<file path="src/rtl/lmts_pkg.sv">
// shared types and constants for the lcd mode timing sequencer
`timescale 1ns / 1ps

package lmts_pkg;

  // field widths
  localparam int CYC_W   = 8;
  localparam int CNT_W   = 16;
  localparam int LINE_W  = 8;
  localparam int MODE_W  = 2;
  localparam int IDX_W   = 2;
  localparam int CDATA_W = 8;
  localparam int OUT_W   = 16;

  // mode lengths in dot cycles
  localparam logic [CNT_W-1:0] LEN_OAM    = CNT_W'(80);
  localparam logic [CNT_W-1:0] LEN_XFER   = CNT_W'(172);
  localparam logic [CNT_W-1:0] LEN_HBLANK = CNT_W'(204);
  localparam logic [CNT_W-1:0] LEN_VLINE  = CNT_W'(456);
  localparam logic [CNT_W-1:0] CNT_MAX    = {CNT_W{1'b1}};

  // line numbers
  localparam logic [LINE_W-1:0] FIRST_VBLANK_LINE = LINE_W'(144);
  localparam logic [LINE_W-1:0] LAST_LINE         = LINE_W'(153);

  // reported mode codes
  localparam logic [MODE_W-1:0] MODE_HBLANK = 2'd0;
  localparam logic [MODE_W-1:0] MODE_VBLANK = 2'd1;
  localparam logic [MODE_W-1:0] MODE_OAM    = 2'd2;
  localparam logic [MODE_W-1:0] MODE_XFER   = 2'd3;

  // configuration register indexes
  localparam logic [IDX_W-1:0] REG_DISPLAY_ENABLE     = 2'd0;
  localparam logic [IDX_W-1:0] REG_LINE_COMPARE       = 2'd1;
  localparam logic [IDX_W-1:0] REG_COMPARE_IRQ_ENABLE = 2'd2;

  // one-hot scan state
  typedef enum logic [3:0] {
    ST_HBLANK = 4'b0001,
    ST_VBLANK = 4'b0010,
    ST_OAM    = 4'b0100,
    ST_XFER   = 4'b1000
  } scan_state_t;

  // configuration register contents
  typedef struct packed {
    logic              display_enable;
    logic [LINE_W-1:0] line_compare;
    logic              compare_irq_enable;
  } lcd_cfg_t;

  // one result item, last field in the lowest bits
  typedef struct packed {
    logic              frame_restart;
    logic              frame_ready;
    logic              stat_irq;
    logic              vblank_irq;
    logic              blank_bit;
    logic              coincidence;
    logic [LINE_W-1:0] line;
    logic [MODE_W-1:0] mode;
  } lcd_res_t;

endpackage

</file>
<file path="src/rtl/lmts_cfg_regs.sv">
// configuration register file of the lcd mode timing sequencer
`timescale 1ns / 1ps

module lmts_cfg_regs (
  input  logic                         clk,
  input  logic                         rst_n,
  input  logic                         cfg_valid,
  output logic                         cfg_ready,
  input  logic [lmts_pkg::IDX_W-1:0]   cfg_index,
  input  logic [lmts_pkg::CDATA_W-1:0] cfg_data,
  output lmts_pkg::lcd_cfg_t           cfg
);
  import lmts_pkg::*;

  lcd_cfg_t cfg_r;

  assign cfg_ready = 1'b1;
  assign cfg       = cfg_r;

  // register write decode, unknown indexes dropped
  always_ff @(posedge clk) begin
    if (!rst_n) begin
      cfg_r <= '0;
    end else if (cfg_valid && cfg_ready) begin
      unique case (cfg_index)
        REG_DISPLAY_ENABLE:     cfg_r.display_enable     <= cfg_data[0];
        REG_LINE_COMPARE:       cfg_r.line_compare       <= cfg_data[LINE_W-1:0];
        REG_COMPARE_IRQ_ENABLE: cfg_r.compare_irq_enable <= cfg_data[0];
        default: ;
      endcase
    end
  end

endmodule

</file>
<file path="src/rtl/lmts_core.sv">
// scan timing state, next-state logic and result register
`timescale 1ns / 1ps

module lmts_core (
  input  logic                       clk,
  input  logic                       rst_n,
  input  logic                       adv,
  input  logic                       step,
  input  logic [lmts_pkg::CYC_W-1:0] cycles,
  input  lmts_pkg::lcd_cfg_t         cfg,
  output logic                       res_valid,
  output lmts_pkg::lcd_res_t         res
);
  import lmts_pkg::*;

  scan_state_t       state_r, state_nxt;
  logic [CNT_W-1:0]  cnt_r, cnt_nxt;
  logic [LINE_W-1:0] line_r, line_nxt;
  logic              match_r, match_nxt;
  logic              blank_r, blank_nxt;
  logic              res_valid_r;
  lcd_res_t          res_r, res_nxt;

  logic [CNT_W:0]    sum;
  logic [CNT_W-1:0]  cnt_sat;
  logic [LINE_W-1:0] line_inc;
  logic              vblank_irq, stat_irq, frame_restart;
  logic [MODE_W-1:0] mode_code;

  // saturating add of the elapsed cycles
  assign sum      = {1'b0, cnt_r} + {{(CNT_W+1-CYC_W){1'b0}}, cycles};
  assign cnt_sat  = sum[CNT_W] ? CNT_MAX : sum[CNT_W-1:0];
  assign line_inc = line_r + LINE_W'(1);

  // at most one mode transition per tick
  always_comb begin
    state_nxt     = state_r;
    cnt_nxt       = cnt_sat;
    line_nxt      = line_r;
    match_nxt     = match_r;
    blank_nxt     = blank_r;
    vblank_irq    = 1'b0;
    stat_irq      = 1'b0;
    frame_restart = 1'b0;
    if (cfg.display_enable) begin
      unique case (state_r)
        ST_HBLANK: begin
          if (cnt_sat >= LEN_HBLANK) begin
            cnt_nxt   = cnt_sat - LEN_HBLANK;
            line_nxt  = line_inc;
            blank_nxt = 1'b0;
            match_nxt = (line_inc == cfg.line_compare);
            stat_irq  = match_nxt && cfg.compare_irq_enable;
            if (line_inc == FIRST_VBLANK_LINE) begin
              vblank_irq = 1'b1;
              state_nxt  = ST_VBLANK;
            end else begin
              state_nxt  = ST_OAM;
            end
          end
        end
        ST_VBLANK: begin
          if (cnt_sat >= LEN_VLINE) begin
            cnt_nxt   = cnt_sat - LEN_VLINE;
            blank_nxt = 1'b1;
            if (line_inc > LAST_LINE) begin
              // wrap into a new frame
              line_nxt      = '0;
              state_nxt     = ST_OAM;
              frame_restart = 1'b1;
              match_nxt     = 1'b0;
            end else begin
              line_nxt  = line_inc;
              match_nxt = (line_inc == cfg.line_compare) && (line_inc != '0);
            end
          end
        end
        ST_OAM: begin
          if (cnt_sat >= LEN_OAM) begin
            cnt_nxt   = cnt_sat - LEN_OAM;
            state_nxt = ST_XFER;
          end
        end
        ST_XFER: begin
          if (cnt_sat >= LEN_XFER) begin
            cnt_nxt   = cnt_sat - LEN_XFER;
            state_nxt = ST_HBLANK;
          end
        end
        default: state_nxt = ST_HBLANK;
      endcase
    end
  end

  // reported mode code of the next state
  always_comb begin
    unique case (state_nxt)
      ST_HBLANK: mode_code = MODE_HBLANK;
      ST_VBLANK: mode_code = MODE_VBLANK;
      ST_OAM:    mode_code = MODE_OAM;
      ST_XFER:   mode_code = MODE_XFER;
      default:   mode_code = MODE_HBLANK;
    endcase
  end

  // result assembly
  always_comb begin
    res_nxt.mode          = mode_code;
    res_nxt.line          = line_nxt;
    res_nxt.coincidence   = match_nxt;
    res_nxt.blank_bit     = blank_nxt;
    res_nxt.vblank_irq    = vblank_irq;
    res_nxt.stat_irq      = stat_irq;
    res_nxt.frame_ready   = vblank_irq;
    res_nxt.frame_restart = frame_restart;
  end

  // timing state
  always_ff @(posedge clk) begin
    if (!rst_n) begin
      state_r <= ST_HBLANK;
      cnt_r   <= '0;
      line_r  <= '0;
      match_r <= 1'b0;
      blank_r <= 1'b0;
    end else if (step) begin
      state_r <= state_nxt;
      cnt_r   <= cnt_nxt;
      line_r  <= line_nxt;
      match_r <= match_nxt;
      blank_r <= blank_nxt;
    end
  end

  // result register
  always_ff @(posedge clk) begin
    if (!rst_n) begin
      res_valid_r <= 1'b0;
    end else if (adv) begin
      res_valid_r <= step;
    end
  end

  always_ff @(posedge clk) begin
    if (step) begin
      res_r <= res_nxt;
    end
  end

  assign res_valid = res_valid_r;
  assign res       = res_r;

endmodule

</file>
<file path="src/rtl/lcd_mode_timing_sequencer.sv">
// top level of the lcd mode timing sequencer
// path: an accepted tick passes the input register, then the result register
// throughput: one tick per cycle unless out_tready stalls; the line/mode state is
//   updated in a single pass between the input register and the result register
// reset: synchronous active-low rst_n clears the counter, mode (hblank), line,
//   flags, configuration registers and both valid bits
`timescale 1ns / 1ps

module lcd_mode_timing_sequencer (
  input  logic                         clk,
  input  logic                         rst_n,
  // input stream, tdata: cycles[7:0]
  input  logic                         in_tvalid,
  output logic                         in_tready,
  input  logic [lmts_pkg::CYC_W-1:0]   in_tdata,
  // result stream, tdata: mode[1:0] line[9:2] coincidence[10] blank_bit[11]
  //   vblank_irq[12] stat_irq[13] frame_ready[14] frame_restart[15]
  output logic                         out_tvalid,
  input  logic                         out_tready,
  output logic [lmts_pkg::OUT_W-1:0]   out_tdata,
  // configuration writes
  input  logic                         cfg_valid,
  output logic                         cfg_ready,
  input  logic [lmts_pkg::IDX_W-1:0]   cfg_index,
  input  logic [lmts_pkg::CDATA_W-1:0] cfg_data
);
  import lmts_pkg::*;

  lcd_cfg_t         cfg;
  lcd_res_t         res;
  logic             res_valid;
  logic             adv;
  logic             in_valid_r;
  logic [CYC_W-1:0] in_cycles_r;

  // whole pipe moves when the result slot is free or being taken
  assign adv       = !res_valid || out_tready;
  assign in_tready = adv;

  // input register
  always_ff @(posedge clk) begin
    if (!rst_n) begin
      in_valid_r <= 1'b0;
    end else if (adv) begin
      in_valid_r <= in_tvalid;
    end
  end

  always_ff @(posedge clk) begin
    if (adv && in_tvalid) begin
      in_cycles_r <= in_tdata;
    end
  end

  lmts_cfg_regs u_cfg (
    .clk       (clk),
    .rst_n     (rst_n),
    .cfg_valid (cfg_valid),
    .cfg_ready (cfg_ready),
    .cfg_index (cfg_index),
    .cfg_data  (cfg_data),
    .cfg       (cfg)
  );

  lmts_core u_core (
    .clk       (clk),
    .rst_n     (rst_n),
    .adv       (adv),
    .step      (in_valid_r && adv),
    .cycles    (in_cycles_r),
    .cfg       (cfg),
    .res_valid (res_valid),
    .res       (res)
  );

  assign out_tvalid = res_valid;
  assign out_tdata  = res;

  // vblank interrupt only on entry to line 144 in vblank
  a_vblank_entry: assert property (@(posedge clk) disable iff (!rst_n)
    (out_tvalid && res.vblank_irq) |->
      (res.line == FIRST_VBLANK_LINE && res.mode == MODE_VBLANK && res.frame_ready))
    else $error("vblank pulse outside line 144 entry");

  // frame restart lands on line zero in oam
  a_frame_restart: assert property (@(posedge clk) disable iff (!rst_n)
    (out_tvalid && res.frame_restart) |->
      (res.line == '0 && res.mode == MODE_OAM && res.blank_bit))
    else $error("frame restart without wrap to line zero");

  // compare interrupt needs the stored coincidence and enable
  a_stat_irq: assert property (@(posedge clk) disable iff (!rst_n)
    (out_tvalid && res.stat_irq) |-> (res.coincidence && cfg.compare_irq_enable))
    else $error("compare interrupt without coincidence");

  // line never leaves the scan range
  a_line_range: assert property (@(posedge clk) disable iff (!rst_n)
    out_tvalid |-> (res.line <= LAST_LINE))
    else $error("line beyond last scanline");

endmodule

</file>
<file path="config.mk">
export PLATFORM = sky130hd
export DESIGN_NAME = lcd_mode_timing_sequencer
export DESIGN_NICKNAME = d
export VERILOG_FILES = /design/src/rtl/lmts_pkg.sv /design/src/rtl/lmts_cfg_regs.sv /design/src/rtl/lmts_core.sv /design/src/rtl/lcd_mode_timing_sequencer.sv
export SDC_FILE = /design/constraint.sdc
export NUM_CORES = 1
export LEC_CHECK = 0
export BUFFER_PORTS_ARGS = -buffer_cell sky130_fd_sc_hd__buf_4
export CAP_MARGIN = 15
export CORE_MARGIN = 1
export CORE_UTILIZATION = 62
export DETAILED_ROUTE_END_ITERATION = 7
export PLACE_DENSITY_LB_ADDON = 0.05
export RECOVER_POWER = 25
export SETUP_SLACK_MARGIN = 0.4
export SLEW_MARGIN = 20
export SYNTH_ARGS = -nofsm -noshare
export SYNTH_HDL_FRONTEND = slang
export SYNTH_SLANG_ARGS = --single-unit
export TNS_END_PERCENT = 20
</file>
<file path="constraint.sdc">
create_clock -name clk -period 5.35 [get_ports clk]
set_clock_uncertainty 0.2 [all_clocks]
set_input_delay 0.535 -clock clk [delete_from_list [all_inputs] [get_ports clk]]
set_output_delay 0.535 -clock clk [all_outputs]
set_load 0.005 [all_outputs]
</file>
# Yosys cells after proc, flatten, opt, wreduce, memory -nomap -nowiden
# Index checks and enable logic that the tools add are counted.
totals:
  n_memories: 0
  mem_bits_rw: 0
  in_bits: 23
  mem_bits_ro: 0
  regBits: 65
  latch_bits: 0
classes:
  eq_ne: 11
  n_reduce_logical: 13
  n_bitwise: 0
  multipliers: 0
  shift: 0
  addsub: 6
  mux: 32
  div_mod_pow: 0
  order_cmp: 5
ops:
  columns: ["cell", "n"]
  rows:
  - ["16-bit 2-to-1 mux", 6]
  - ["16-bit one-hot mux with 4 select lines", 1]
  - ["16-bit by 8-bit greater-or-equal comparator with 1-bit output (second input constant)", 2]
  - ["8-bit 2-to-1 mux", 4]
  - ["16-bit by 8-bit subtractor with 16-bit output (second input constant)", 2]
  - ["4-bit 2-to-1 mux", 6]
  - ["16-bit by 8-bit adder with 17-bit output", 1]
  - ["16-bit by 7-bit greater-or-equal comparator with 1-bit output (second input constant)", 1]
  - ["16-bit by 9-bit greater-or-equal comparator with 1-bit output (second input constant)", 1]
  - ["4-bit one-hot mux with 4 select lines", 1]
  - ["8-bit one-hot mux with 2 select lines", 1]
  - ["16-bit by 7-bit subtractor with 16-bit output (second input constant)", 1]
  - ["16-bit by 9-bit subtractor with 16-bit output (second input constant)", 1]
  - ["1-bit 2-to-1 mux", 9]
  - ["8-bit by 1-bit adder with 8-bit output (second input constant)", 1]
  - ["4-bit by 2-bit == test with 1-bit output (second input constant)", 2]
  - ["4-bit by 3-bit == test with 1-bit output (second input constant)", 2]
  - ["4-bit == test (second input constant)", 2]
  - ["8-bit == test", 1]
  - ["8-bit == test (second input constant)", 1]
  - ["8-bit > comparator (second input constant)", 1]
  - ["8-bit nonzero test", 1]
  - ["2-bit one-hot mux with 3 select lines", 1]
  - ["2-bit AND reduction", 3]
  - ["other kinds (10)", 15]

# Longest topological paths before layout
# Gate-level depths: netlist (run 1).
logic_depth:
  depth_word: 8
  depth_mapped: 19
  ltp_nobuf: 17

# By module
# A second synthesis (run 1) with hierarchy kept.
unflattened:
  cells_unflattened: 704
  area_unflattened_um2: 5611.6
modules_own_cells:
  columns: ["module", "cells_each", "seq_area_each_um2", "area_per_inst_um2", "n_inst"]
  rows:
  - ["lmts_core", 643, 1071.0, 4875.9, 1]
  - ["lmts_cfg_regs", 46, 200.2, 429.2, 1]
  - ["lcd_mode_timing_sequencer", 15, 260.2, 306.5, 1]

# Worst setup path after synthesis (run 1)
# No wires, ideal clock.
synth_timing:
  path_kind: "register -> register"
  startpoint: "reg in_cycles_r[0]"
  endpoint: "reg u_core.cnt_r[11]"
  required_time_ns: 5.055
  path_stages_with_launch: 17
  arrival_time_ns: 4.312
  setup_slack_ns: 0.743
  path_cell_list: "edfxtp_1 ha_1 fa_1 a211oi_4 o211a_4 nor3_2 clkbuf_1 or2_2 inv_1 ha_1 or3b_2 or4_4 o31a_1 a211oi_2 mux2i_1 a211oi_1 o311ai_1"
synth_between:
  elab_chain_len: 6
  word_cells_on_any_way: 16
  classes_between: "5 x add/sub; 4 x order compare; 7 x mux"
synth_rtl:
  columns: ["element", "line_no", "text"]
  rows:
  - ["start: declaration", "lcd_mode_timing_sequencer.sv:34", "logic [CYC_W-1:0] in_cycles_r;"]
  - ["start signal: assignment", "lcd_mode_timing_sequencer.sv:51", "in_cycles_r <= in_tdata;"]
  - ["16-bit by 8-bit adder with 17-bit output *", "lmts_core.sv:31", "assign sum = {1'b0, cnt_r} + {{(CNT_W+1-CYC_W){1'b0}}, cycles};"]
  - ["16-bit 2-to-1 mux *", "lmts_core.sv:32", "assign cnt_sat = sum[CNT_W] ? CNT_MAX : sum[CNT_W-1:0];"]
  - ["16-bit by 8-bit subtractor with 16-bit output, or another cell as far along", "lmts_core.sv:86", "cnt_nxt = cnt_sat - LEN_XFER;"]
  - ["16-bit 2-to-1 mux (on tied branches)", null, null]
  - ["16-bit one-hot mux with 4 select lines", "lmts_core.sv:46", "unique case (state_r)"]
  - ["16-bit 2-to-1 mux *", "lmts_core.sv:45", "if (cfg.display_enable) begin"]
  - ["end signal: assignment", "lmts_core.sv:128", "cnt_r <= cnt_nxt;"]
  - ["end: declaration", "lmts_core.sv:17", "logic [CNT_W-1:0] cnt_r, cnt_nxt;"]
# Mark *: on every way between the ends. The rest lies on a longest branch, timed or not.
# A chain may end at the register's enable or synchronous reset.

# Worst setup path in the final report (run 1)
# Same ends and word-level chain as after synthesis.

==> results of run 1 <==
-- metrics by stage --
step / hold slack, ps / instances / instance area (sq um) / power, mW / setup slack [ps]
after detailed placement: 267.9 / 836 / 6171 / 1.304 / 364.8
after floorplan: 246.2 / 711 / 5876 / 1.116 / 743.0
final: 169.3 / 852 / 6420 / 1.830 / 515.7
after global routing: 163.7 / 852 / 6420 / 1.904 / 323.6
after global placement: 253.9 / 836 / 6171 / 1.295 / 329.8
after CTS: 146.8 / 852 / 6391 / 1.784 / 447.2
-- cell families (layout without fill, tap and decap cells) --
kind of cell | count (synthesis) | after routing | share of synthesized area (%)
xor+xnor | 37 | 37 | 5.515
fa+ha+maj | 21 | 21 | 4.600
buf+inv | 72 | 102 | 6.963
flops | 65 | 65 | 26.06
other cells | 1 | 1 | 0.06382
simple gates | 258 | 258 | 23.23
mux | 24 | 24 | 4.216
compound gates | 233 | 233 | 29.34
-- repair_timing --
action / in CTS / in global routing
pin swaps: 0 / 2
endpoints found under the setup margin: 14 / 29
hold buffers: 0 / 0
gates resized for setup: 1 / 9
-- critical path: stages, from the launching register on --
cell and delay, ps:
edfxtp_1 380, ha_1 260, fa_2 400, a211oi_4 420, o211a_4 260, nor3_2 70
or2_2 360, ha_1 210, a32oi_1 140, o311ai_0 240, a211oi_2 380, nor2_1 130
a311oi_1 300, buf_4 200, nand2_1 60, xnor2_1 150, or4_1 470, o311ai_1 90
-- registers in the layout, summed over array words and instances (netlist names) --
register	flops
u_core.res	15
u_core.res_valid	1
u_cfg.cfg	10
u_core.state_r	4
in_cycles_r	8
u_core.line_r	8
u_core.blank_r	1
u_core.cnt_r	16
in_valid_r	1
u_core.match_r	1
-- final cells by class --
cell class	instances	area share, %
well taps	111	2.163
flip-flops and latches	65	23.86
clock inverters	6	1.111
repair buffers	63	7.250
multi-input cells	574	61.96
clock buffers	10	2.319
inverters	23	1.345
-- synth_stat cells, types with 20 or more instances --
| cell | count |
|---|---|
| a21oi_1 | 48 |
| clkbuf_1 | 27 |
| ha_1 | 20 |
| nand2_1 | 65 |
| edfxtp_1 | 23 |
| nand3_1 | 28 |
| inv_1 | 22 |
| o21ai_0 | 39 |
| mux2i_1 | 21 |
| xnor2_1 | 30 |
| dfxtp_1 | 42 |
| nor2_1 | 52 |
-- worst max-delay path by stage --
stage | slack (ps) | from | to
floorplan | 740 | in_cycles_r[0]$_DFFE_PP_ | u_core.cnt_r[11]$_SDFFE_PN0P_
global placement | 330 | in_cycles_r[0]$_DFFE_PP_ | u_core.res[4]$_DFFE_PP_
detailed placement | 360 | in_cycles_r[0]$_DFFE_PP_ | u_core.res[4]$_DFFE_PP_
CTS | 450 | in_cycles_r[0]$_DFFE_PP_ | u_core.cnt_r[11]$_SDFFE_PN0P_
global route | 320 | in_cycles_r[0]$_DFFE_PP_ | u_core.cnt_r[11]$_SDFFE_PN0P_
finish | 520 | in_cycles_r[0]$_DFFE_PP_ | u_core.cnt_r[11]$_SDFFE_PN0P_
-- layer usage --
metal	vias up	GRT usage (%)	share of wire (%)	routed length (um)
met3	70	7.168	11	1963
met1	2802	50.77	41	7497
met5	-	0	0	0
met4	0	14.03	3.3	603
li1	2733	-	-	-
met2	367	62.29	45	8344
-- power breakdown --
part / total, mW / leakage, nW / internal (mW) / switching [mW]
Clock: 0.486 / 0.110 / 0.250 / 0.237
Sequential: 0.561 / 0.566 / 0.534 / 0.0271
Combinational: 0.784 / 1.68 / 0.284 / 0.500
Total: 1.83 / 2.36 / 1.07 / 0.763
==> summary.txt, run 1 <==
Routing
  – Routed Antenna Nets: 0
  – Drt via density: 7.009
  – DRT iter0 DRCs: 790
  – Via count: 5972
  – Drt wl/cell: 21.61 um
  – Drc violations: 0
  – Detailed Routing Iterations Pass 1: 5
  – Total length of routed wires: between 15000 and 20000 um

Global route
  – Global-route total usage across every layer: 38.31%
  – Global-route wire length before repair: 29660 um
  – Pin count of the biggest net entering global routing: between 40 and 50
  – GR Overflow Total: 0
  – Initial antenna violation count: 0
  – Vias in the first global route: roughly 5700

Cells and area
  – Share of cells above drive strength 1: between 10% and 20%
  – Post-Route Utilization: 69.81%
  – Most common cell after layout, fill and taps aside: nand2_1
  – Most frequent cells in the layout: nand2_1 (65), buf_4 (53), nor2_1 (50)
  – Fillers: 759
  – Inserted Diodes: 0
  – P&R area growth vs syn: 9.263%
  – Area of the multi-input gates: 3978 sq um
  – Register Area: 1531 sq um
  – Layout net count: just under 800

Synth
  – Yosys top cell area share: approximately 14%
  – Post-Syn Area: 5876 sq um
  – Yosys top cell by area: dfxtp_1
  – Mapped Nets: 755
  – Mean Syn Cell Area: around 8.3 sq um
  – Ranking of synthesized cells by area: dfxtp_1 (14%), edfxtp_1 (12%), xnor2_1 (4.5%), ha_1 (4.3%), nand2_1 (4.2%)
  – Seq cells post-synth: 65
  – YS warnings: 0
  – Post-synthesis sequential area ratio: 26.06%
  – Post-synth EDFFs: 23
  – Synth async-reset ratio: 0%
  – Top FF cell, synth: dfxtp_1
  – Post-synth cell types: ~100
  – Synthesized instance count: 711

Worst setup path
  – CP startpoint kind: flip-flop
  – Worst R2R Start: in_cycles_r[0]$_DFFE_PP_
  – Crit path DAT: 4900 ps
  – R2R depth: 17
  – Register-to-Register Setup Slack: about 520 ps
  – Crit Path Class: reg -> reg
  – Reg2reg end: u_core.cnt_r[11]$_SDFFE_PN0P_
  – Crit path required time: roughly 5400 ps
  – Crit path capture type: flip-flop
  – Critical path peak fanout: 6

STA
  – Final Hold Viols: 0
  – Headroom to the max-slew limit: -24.32%
  – Final setup viols: 0
  – Slew @ Worst Pin: between 1500 and 2000 ps
  – Final worst-path cycle share: 90.36%
  – Unrepaired setup endpoints after global routing: yes
  – Setup TNS: 0 ps
  – Fin crit period: 4834 ps
  – Fmax: 0.2069 GHz
  – Final Slew Violations: between 40 and 50

Clocking
  – Bufs on Longest Clock Path: 2
  – CTS Buf Count: 9
  – Clock latency on the worst-skew pair: approximately 360 ps
  – Clock-pin slew on the worst setup and hold paths: 90 ps
  – CTS root buffer: clkbuf_8
  – H-tree levels: 3
  – CTS tree: built
  – Clock sinks: 65
  – # Post-CTS Setup Buffers: 0

Floorplanning
  – Core Region: 9196 sq um
  – Die span in y: between 90 and 100 um
  – FP Rows: 35
  – Die ar.: between 9000 and 10000 sq um
  – Starting Density: 63.89%
  – Die span in x: ~99 um
  – Io pins: 42

Job
  – Max-cap violations: 1

Power and ir drop
  – LEAKAGE: 2.358 nW
  – Worst ir drop on vdd: roughly 0.18 mV
  – Cell Pwr Density: roughly 290 nW/um^2

Placement
  – Dpl hpwl: 13200 um
  – RePlAce Congestion: between 1 and 1.5
  – IO Port Bufs: 40

Worst hold path
  – Hold Startpoint: in_tdata[1]
  – Hold path depth: 1
  – Path category of the worst min-delay check: in -> reg
  – Hold Crit Endpoint: in_cycles_r[1]$_DFFE_PP_

Outcome
  – Failing checks: max-capacitance violations, max-slew violations
  – Status: complete, but fails checks
(Power assumes the default switching activity.)
==> inputs of run 2 (changes only) <==
--- a/config.mk
+++ b/config.mk
@@ -7,8 +7,10 @@
 export LEC_CHECK = 0
 export BUFFER_PORTS_ARGS = -buffer_cell sky130_fd_sc_hd__buf_4
 export CAP_MARGIN = 15
+export CELL_PAD_IN_SITES_DETAIL_PLACEMENT = 1
+export CELL_PAD_IN_SITES_GLOBAL_PLACEMENT = 1
 export CORE_MARGIN = 1
-export CORE_UTILIZATION = 62
+export CORE_UTILIZATION = 47
 export DETAILED_ROUTE_END_ITERATION = 7
 export PLACE_DENSITY_LB_ADDON = 0.05
 export RECOVER_POWER = 25
==> run 2 against run 1 <==
The run still ends with max-capacitance violations, max-slew violations left. Register-to-register slack barely moved. Clock power rose by 21%. Non-clock buffer count rose by 3. Die area rose by 31%. Sequential power barely moved. Via count rose by 0.22%. Critical path depth fell by 1. Largest cell class unchanged. Largest power group unchanged. Highest routed layer unchanged.
==> summary.txt, run 2 (synthesized netlist as in run 1, its figures left out) <==
Outcome
  – Status: complete, but fails checks
  – Failing checks: max-capacitance violations, max-slew violations

Worst setup path
  – R2R depth: 16
  – Crit path capture type: flip-flop
  – CP startpoint kind: flip-flop
  – Crit Path Class: reg -> reg
  – Register-to-Register Setup Slack: 510 ps
  – Reg2reg end: u_core.res[1]$_DFFE_PP_
  – Worst R2R Start: in_cycles_r[0]$_DFFE_PP_
  – Crit path required time: 5250 ps
  – Critical path peak fanout: 6
  – Crit path DAT: 4740 ps

STA
  – Fin crit period: 4841 ps
  – Fin Hold WS: 175.7 ps
  – Setup TNS: 0 ps
  – Fmax: 0.2066 GHz
  – Final setup viols: 0
  – Slew @ Worst Pin: 1903 ps
  – Final Hold Viols: 0
  – Unrepaired setup endpoints after global routing: yes
  – Final worst-path cycle share: 90.49%
  – Headroom to the max-slew limit: -26.87%
  – Final Slew Violations: 45

Clocking
  – Clock sinks: 65
  – CTS Buf Count: 9
  – CTS tree: built
  – Bufs on Longest Clock Path: 2
  – Clock latency on the worst-skew pair: 360 ps
  – Clock-pin slew on the worst setup and hold paths: 70 ps
  – CTS root buffer: clkbuf_16
  – H-tree levels: 3
  – Cts hold-fix bufs: 0

Worst hold path
  – Hold path depth: 1
  – Hold Startpoint: in_tdata[3]
  – Hold Crit Endpoint: in_cycles_r[3]$_DFFE_PP_
  – Path category of the worst min-delay check: in -> reg

Power and ir drop
  – Sw Pwr: 0.8139 mW
  – Cell Pwr Density: 296.0 nW/um^2
  – Tot Pwr: 1.953 mW
  – Worst ir drop on vdd: 0.1690 mV
  – Sw frac: approximately two fifths
  – Clock share of power: 30.1%
  – LEAKAGE: 2.386 nW
  – Pint: 1.139 mW
  – Combinational power share: between 40 and 50%
  – Reg power frac: between 20% and 30%

Cells and area
  – Inserted Diodes: 0
  – Most common cell after layout, fill and taps aside: nand2_1
  – Most frequent cells in the layout: nand2_1 (65), buf_4 (56), nor2_1 (51)
  – Max FFs per register: 16
  – Largest register by flop count: u_core.cnt_r
  – Share of cells above drive strength 1: between 10% and 20%
  – Layout net count: 783
  – Post-Route Utilization: 54.46%
  – P&R area growth vs syn: 12.27%

Routing
  – Detailed Routing Iterations Pass 1: 5
  – Via count: ~6000
  – Drc violations: 0
  – DRT iter0 DRCs: 405
  – Routed Antenna Nets: 0
  – Drt wl/cell: 22.42 um
  – Total length of routed wires: just over 20000 um
  – Drt via density: 6.563

Floorplanning
  – Starting Density: 48.51%
  – Die span in y: approximately 110 um
  – Die span in x: roughly 110 um
  – Io pins: 42
  – Die ar.: 12950 sq um
  – FP Rows: 40
  – Core Region: 12110 sq um

Placement
  – Dpl hpwl: 14920 um
  – IO Port Bufs: 40
  – RePlAce Congestion: 0.9339

Global route
  – Initial antenna violation count: 0
  – GR Overflow Total: 0
  – Global-route wire length before repair: 32480 um
  – Global-route total usage across every layer: 32.65%
  – Vias in the first global route: roughly 6000
  – Pin count of the biggest net entering global routing: 45

Job
  – Max-cap violations: 1
[run 2: critical path, cell delays in order (launching register included)]
cell and delay (ps):
edfxtp_1 370, ha_2 230, fa_2 440, a211oi_4 380, o211a_4 260, nor3_2 60
or2_2 360, inv_2 110, ha_1 150, or3b_2 430, or4_4 470, o31ai_4 270
buf_4 180, o21ai_2 120, a31oi_4 280, xnor2_1 190, nor3_1 90
[run 2: metal layers]
layer  wire length [um]  global-route usage (%)
met5                  0                       0
met2               9859                   55.77
met1               8709                   41.83
met4                429                   9.870
met3               1453                   6.057
[run 2: what timing repair did]
action                     4_1_cts  5_1_grt
pin swaps                        0        7
buffers inserted                 0        6
resized for setup                1       15
setup endpoints to repair        2       34
[run 2: worst max-delay path by stage]
stage,from,to,slack (ps),cells past startpoint
after CTS,in_cycles_r[0]$_DFFE_PP_,u_core.cnt_r[3]$_SDFFE_PN0P_,370,15
after global placement,in_cycles_r[0]$_DFFE_PP_,u_core.cnt_r[11]$_SDFFE_PN0P_,500,16
after floorplan,in_cycles_r[0]$_DFFE_PP_,u_core.cnt_r[11]$_SDFFE_PN0P_,740,16
after detailed placement,in_cycles_r[5]$_DFFE_PP_,u_core.cnt_r[11]$_SDFFE_PN0P_,300,16
final,in_cycles_r[0]$_DFFE_PP_,u_core.res[1]$_DFFE_PP_,510,16
after global routing,in_cycles_r[0]$_DFFE_PP_,u_core.res[0]$_DFFE_PP_,350,12
[run 2: area by class of cell]
cell class	instances	area [sq um]
fill	1486	5515
multi-input combinational	574	4001
sequential	65	1531
timing repair buffer	66	488.0
clock buffer	9	225.2
tap	168	210.2
inverter	23	86.33
clock inverter	7	53.80
[run 2: power by group through the flow]
stage | Combinational [mW] | Clock [mW] | Sequential [mW]
finish | 0.804 | 0.588 | 0.560
global route | 0.861 | 0.608 | 0.563
CTS | 0.756 | 0.586 | 0.560
floorplan | 0.562 | 0 | 0.554
global placement | 0.725 | 0 | 0.569
detailed placement | 0.747 | 0 | 0.570
[run 2: stage by stage]
step | instance area, sq um | worst slack (ps) | instances
after global placement | 6220 | 502.3 | 890
after detailed placement | 6220 | 295.9 | 890
final | 6596 | 509.0 | 912
after global routing | 6596 | 352.9 | 912
after CTS | 6505 | 366.8 | 906
after floorplan | 5876 | 743.0 | 711
==> inputs of run 3 (changes only) <==
--- a/config.mk
+++ b/config.mk
@@ -10,7 +10,7 @@
 export CELL_PAD_IN_SITES_DETAIL_PLACEMENT = 1
 export CELL_PAD_IN_SITES_GLOBAL_PLACEMENT = 1
 export CORE_MARGIN = 1
-export CORE_UTILIZATION = 47
+export CORE_UTILIZATION = 51
 export DETAILED_ROUTE_END_ITERATION = 7
 export PLACE_DENSITY_LB_ADDON = 0.05
 export RECOVER_POWER = 25
==> constraint.sdc (replaced) <==
create_clock -name clk -period 6.1 [get_ports clk]
set_clock_uncertainty 0.2 [all_clocks]
set_input_delay 0.61 -clock clk [delete_from_list [all_inputs] [get_ports clk]]
set_output_delay 0.61 -clock clk [all_outputs]
set_load 0.005 [all_outputs]
==> run 3 against run 2 <==
The run still ends with max-capacitance violations, max-slew violations left. Final cell count shrank 4.2%. Die area decreased by 7.7%. Design area is 2.6% lower. First-iteration DRC count grew 19%. Sequential cell count unchanged. Clock power shrank 17%.
==> summary.txt, run 3 (synthesized netlist as in run 1, its figures left out) <==
Outcome
  – Status: complete, but fails checks
  – Failing checks: max-capacitance violations, max-slew violations

Clocking
  – Bufs on Longest Clock Path: 2
  – Resized Gates After CTS: 0
  – CTS root buffer: clkbuf_16
  – CTS Buf Count: 9
  – CTS tree: built
  – Clock latency on the worst-skew pair: 350 ps
  – H-tree levels: 3
  – Clock-pin slew on the worst setup and hold paths: 50 ps
  – Cts hold-fix bufs: 0
  – Clock sinks: 65
  – # Post-CTS Setup Buffers: 0

Worst setup path
  – Crit path DAT: ~5300 ps
  – Critical path peak fanout: 9
  – Crit path capture type: flip-flop
  – CP startpoint kind: flip-flop
  – Crit Path Class: reg -> reg
  – Crit path required time: 6130 ps

Placement
  – RePlAce Congestion: between 0.9 and 1
  – IO Port Bufs: 40
  – Placement Cell Area: between 6000 and 7000 sq um
  – Dpl hpwl: 14820 um

Cells and area
  – Share of cells above drive strength 1: 14.99%
  – Largest register by flop count: u_core.cnt_r
  – Register Area: between 1500 and 2000 sq um
  – Post-Route Utilization: 58.24%
  – Design Area, Final: 6424 sq um
  – Max FFs per register: 16
  – Layout net count: 773
  – Area of the multi-input gates: 3950 sq um
  – Most frequent cells in the layout: nand2_1 (65), nor2_1 (52), a21oi_1 (48)
  – P&R area growth vs syn: 9.327%
  – Inserted Diodes: 0
  – Most common cell after layout, fill and taps aside: nand2_1
  – Fillers: 1340

Power and ir drop
  – Worst ir drop on vdd: 0.1861 mV
  – Cell Pwr Density: 257.7 nW/um^2
  – LEAKAGE: 2.338 nW

STA
  – Headroom to the max-slew limit: -31.59%
  – Unrepaired setup endpoints after global routing: no
  – Setup TNS: 0 ps
  – Fmax: 0.1917 GHz
  – Final setup viols: 0
  – Final Hold Viols: 0
  – Fin Hold WS: 260.0 ps
  – Slew @ Worst Pin: 1974 ps
  – Fin crit period: roughly 5200 ps
  – Final Slew Violations: 45
  – Final worst-path cycle share: 85.50%

Routing
  – Via count: 5914
  – Total length of routed wires: approximately 20000 um
  – Drt via density: 6.767
  – Drc violations: 0
  – Drt wl/cell: roughly 23 um
  – DRT iter0 DRCs: 482
  – Detailed Routing Iterations Pass 1: 6
  – Routed Antenna Nets: 0

Global route
  – Global-route total usage across every layer: 35.58%
  – Vias in the first global route: ~6000
  – Initial antenna violation count: 0
  – Pin count of the biggest net entering global routing: 45
  – Global-route wire length before repair: 32100 um
  – GR Overflow Total: 0

Floorplanning
  – Core Region: 11030 sq um
  – Die ar.: 11950 sq um
  – Starting Density: 53.27%
  – Die span in y: about 110 um
  – FP Rows: 38
  – Die span in x: 109.3 um
  – Io pins: 42

Worst hold path
  – Path category of the worst min-delay check: in -> reg

Job
  – Max-cap violations: 1
[run 3: changes by cell type in the layout (fill, tap and decap cells not counted), moves of 2 or more]
cell        delta
clkinvlp_4     -2
inv_1          +2
inv_6          -2
buf_4         -10
ha_2           -2
nor4b_2        -2
ha_1           +2
clkbuf_1       +3
inv_2          -2
[run 3: final cells by class]
cell class,count,area share (%)
Clock buffer,13,3.896
Tap cell,140,2.727
Multi-Input combinational cell,574,61.49
Inverter,23,1.344
Sequential cell,65,23.84
Clock inverter,3,0.2727
Timing Repair Buffer,56,6.428
[run 3: worst paths after layout]
kind | from | end | slack (ps) | cells past startpoint
worst min-delay path | in_tdata[2] | in_cycles_r[2]$_DFFE_PP_ | 260 | 1
worst min register to register | u_core.match_r$_SDFFE_PN0P_ | u_core.match_r$_SDFFE_PN0P_ | 290 | 2
worst max register to register | in_cycles_r[0]$_DFFE_PP_ | u_core.line_r[3]$_SDFFE_PN0P_ | 880 | 17
worst max-delay path | in_cycles_r[0]$_DFFE_PP_ | u_core.line_r[3]$_SDFFE_PN0P_ | 880 | 17
[run 3: worst max-delay path, cell delays in order (launching register included)]
cell      delay (ps)
edfxtp_1         390
ha_1             270
fa_1             470
a211oi_4         360
o211ai_2         230
nand3_1          170
buf_4            170
nand2_1          160
inv_1            220
ha_1             310
a21boi_0         390
or2_0            170
buf_4            170
a31oi_1          250
a31oi_1          440
nand3b_1         370
o22ai_1          160
and2_1           190
[run 3: where the power goes]
| group | switching [mW] | total [mW] | leakage [nW] | internal (mW) |
|---|---|---|---|---|
| clock | 0.202 | 0.487 | 0.130 | 0.285 |
| sequential | 0.0240 | 0.493 | 0.566 | 0.469 |
| combinational | 0.444 | 0.675 | 1.64 | 0.231 |
| total | 0.670 | 1.66 | 2.34 | 0.985 |
[run 3: metal layers]
metal	routed length (um)	GRT usage, %	vias to the layer above
met5	0	0	-
met4	898	19.14	0
met3	1261	5.809	68
met2	9555	58.45	232
met1	8746	44.57	2895
li1	-	-	2719
[run 3: metrics by stage]
stage | std cells | total power [mW] | setup WS [ps]
CTS | 874 | 1.634 | 987.5
floorplan | 711 | 0.9786 | 1493
detailed placement | 858 | 1.147 | 1064
finish | 874 | 1.656 | 884.7
global placement | 858 | 1.131 | 1194
global route | 874 | 1.725 | 503.5
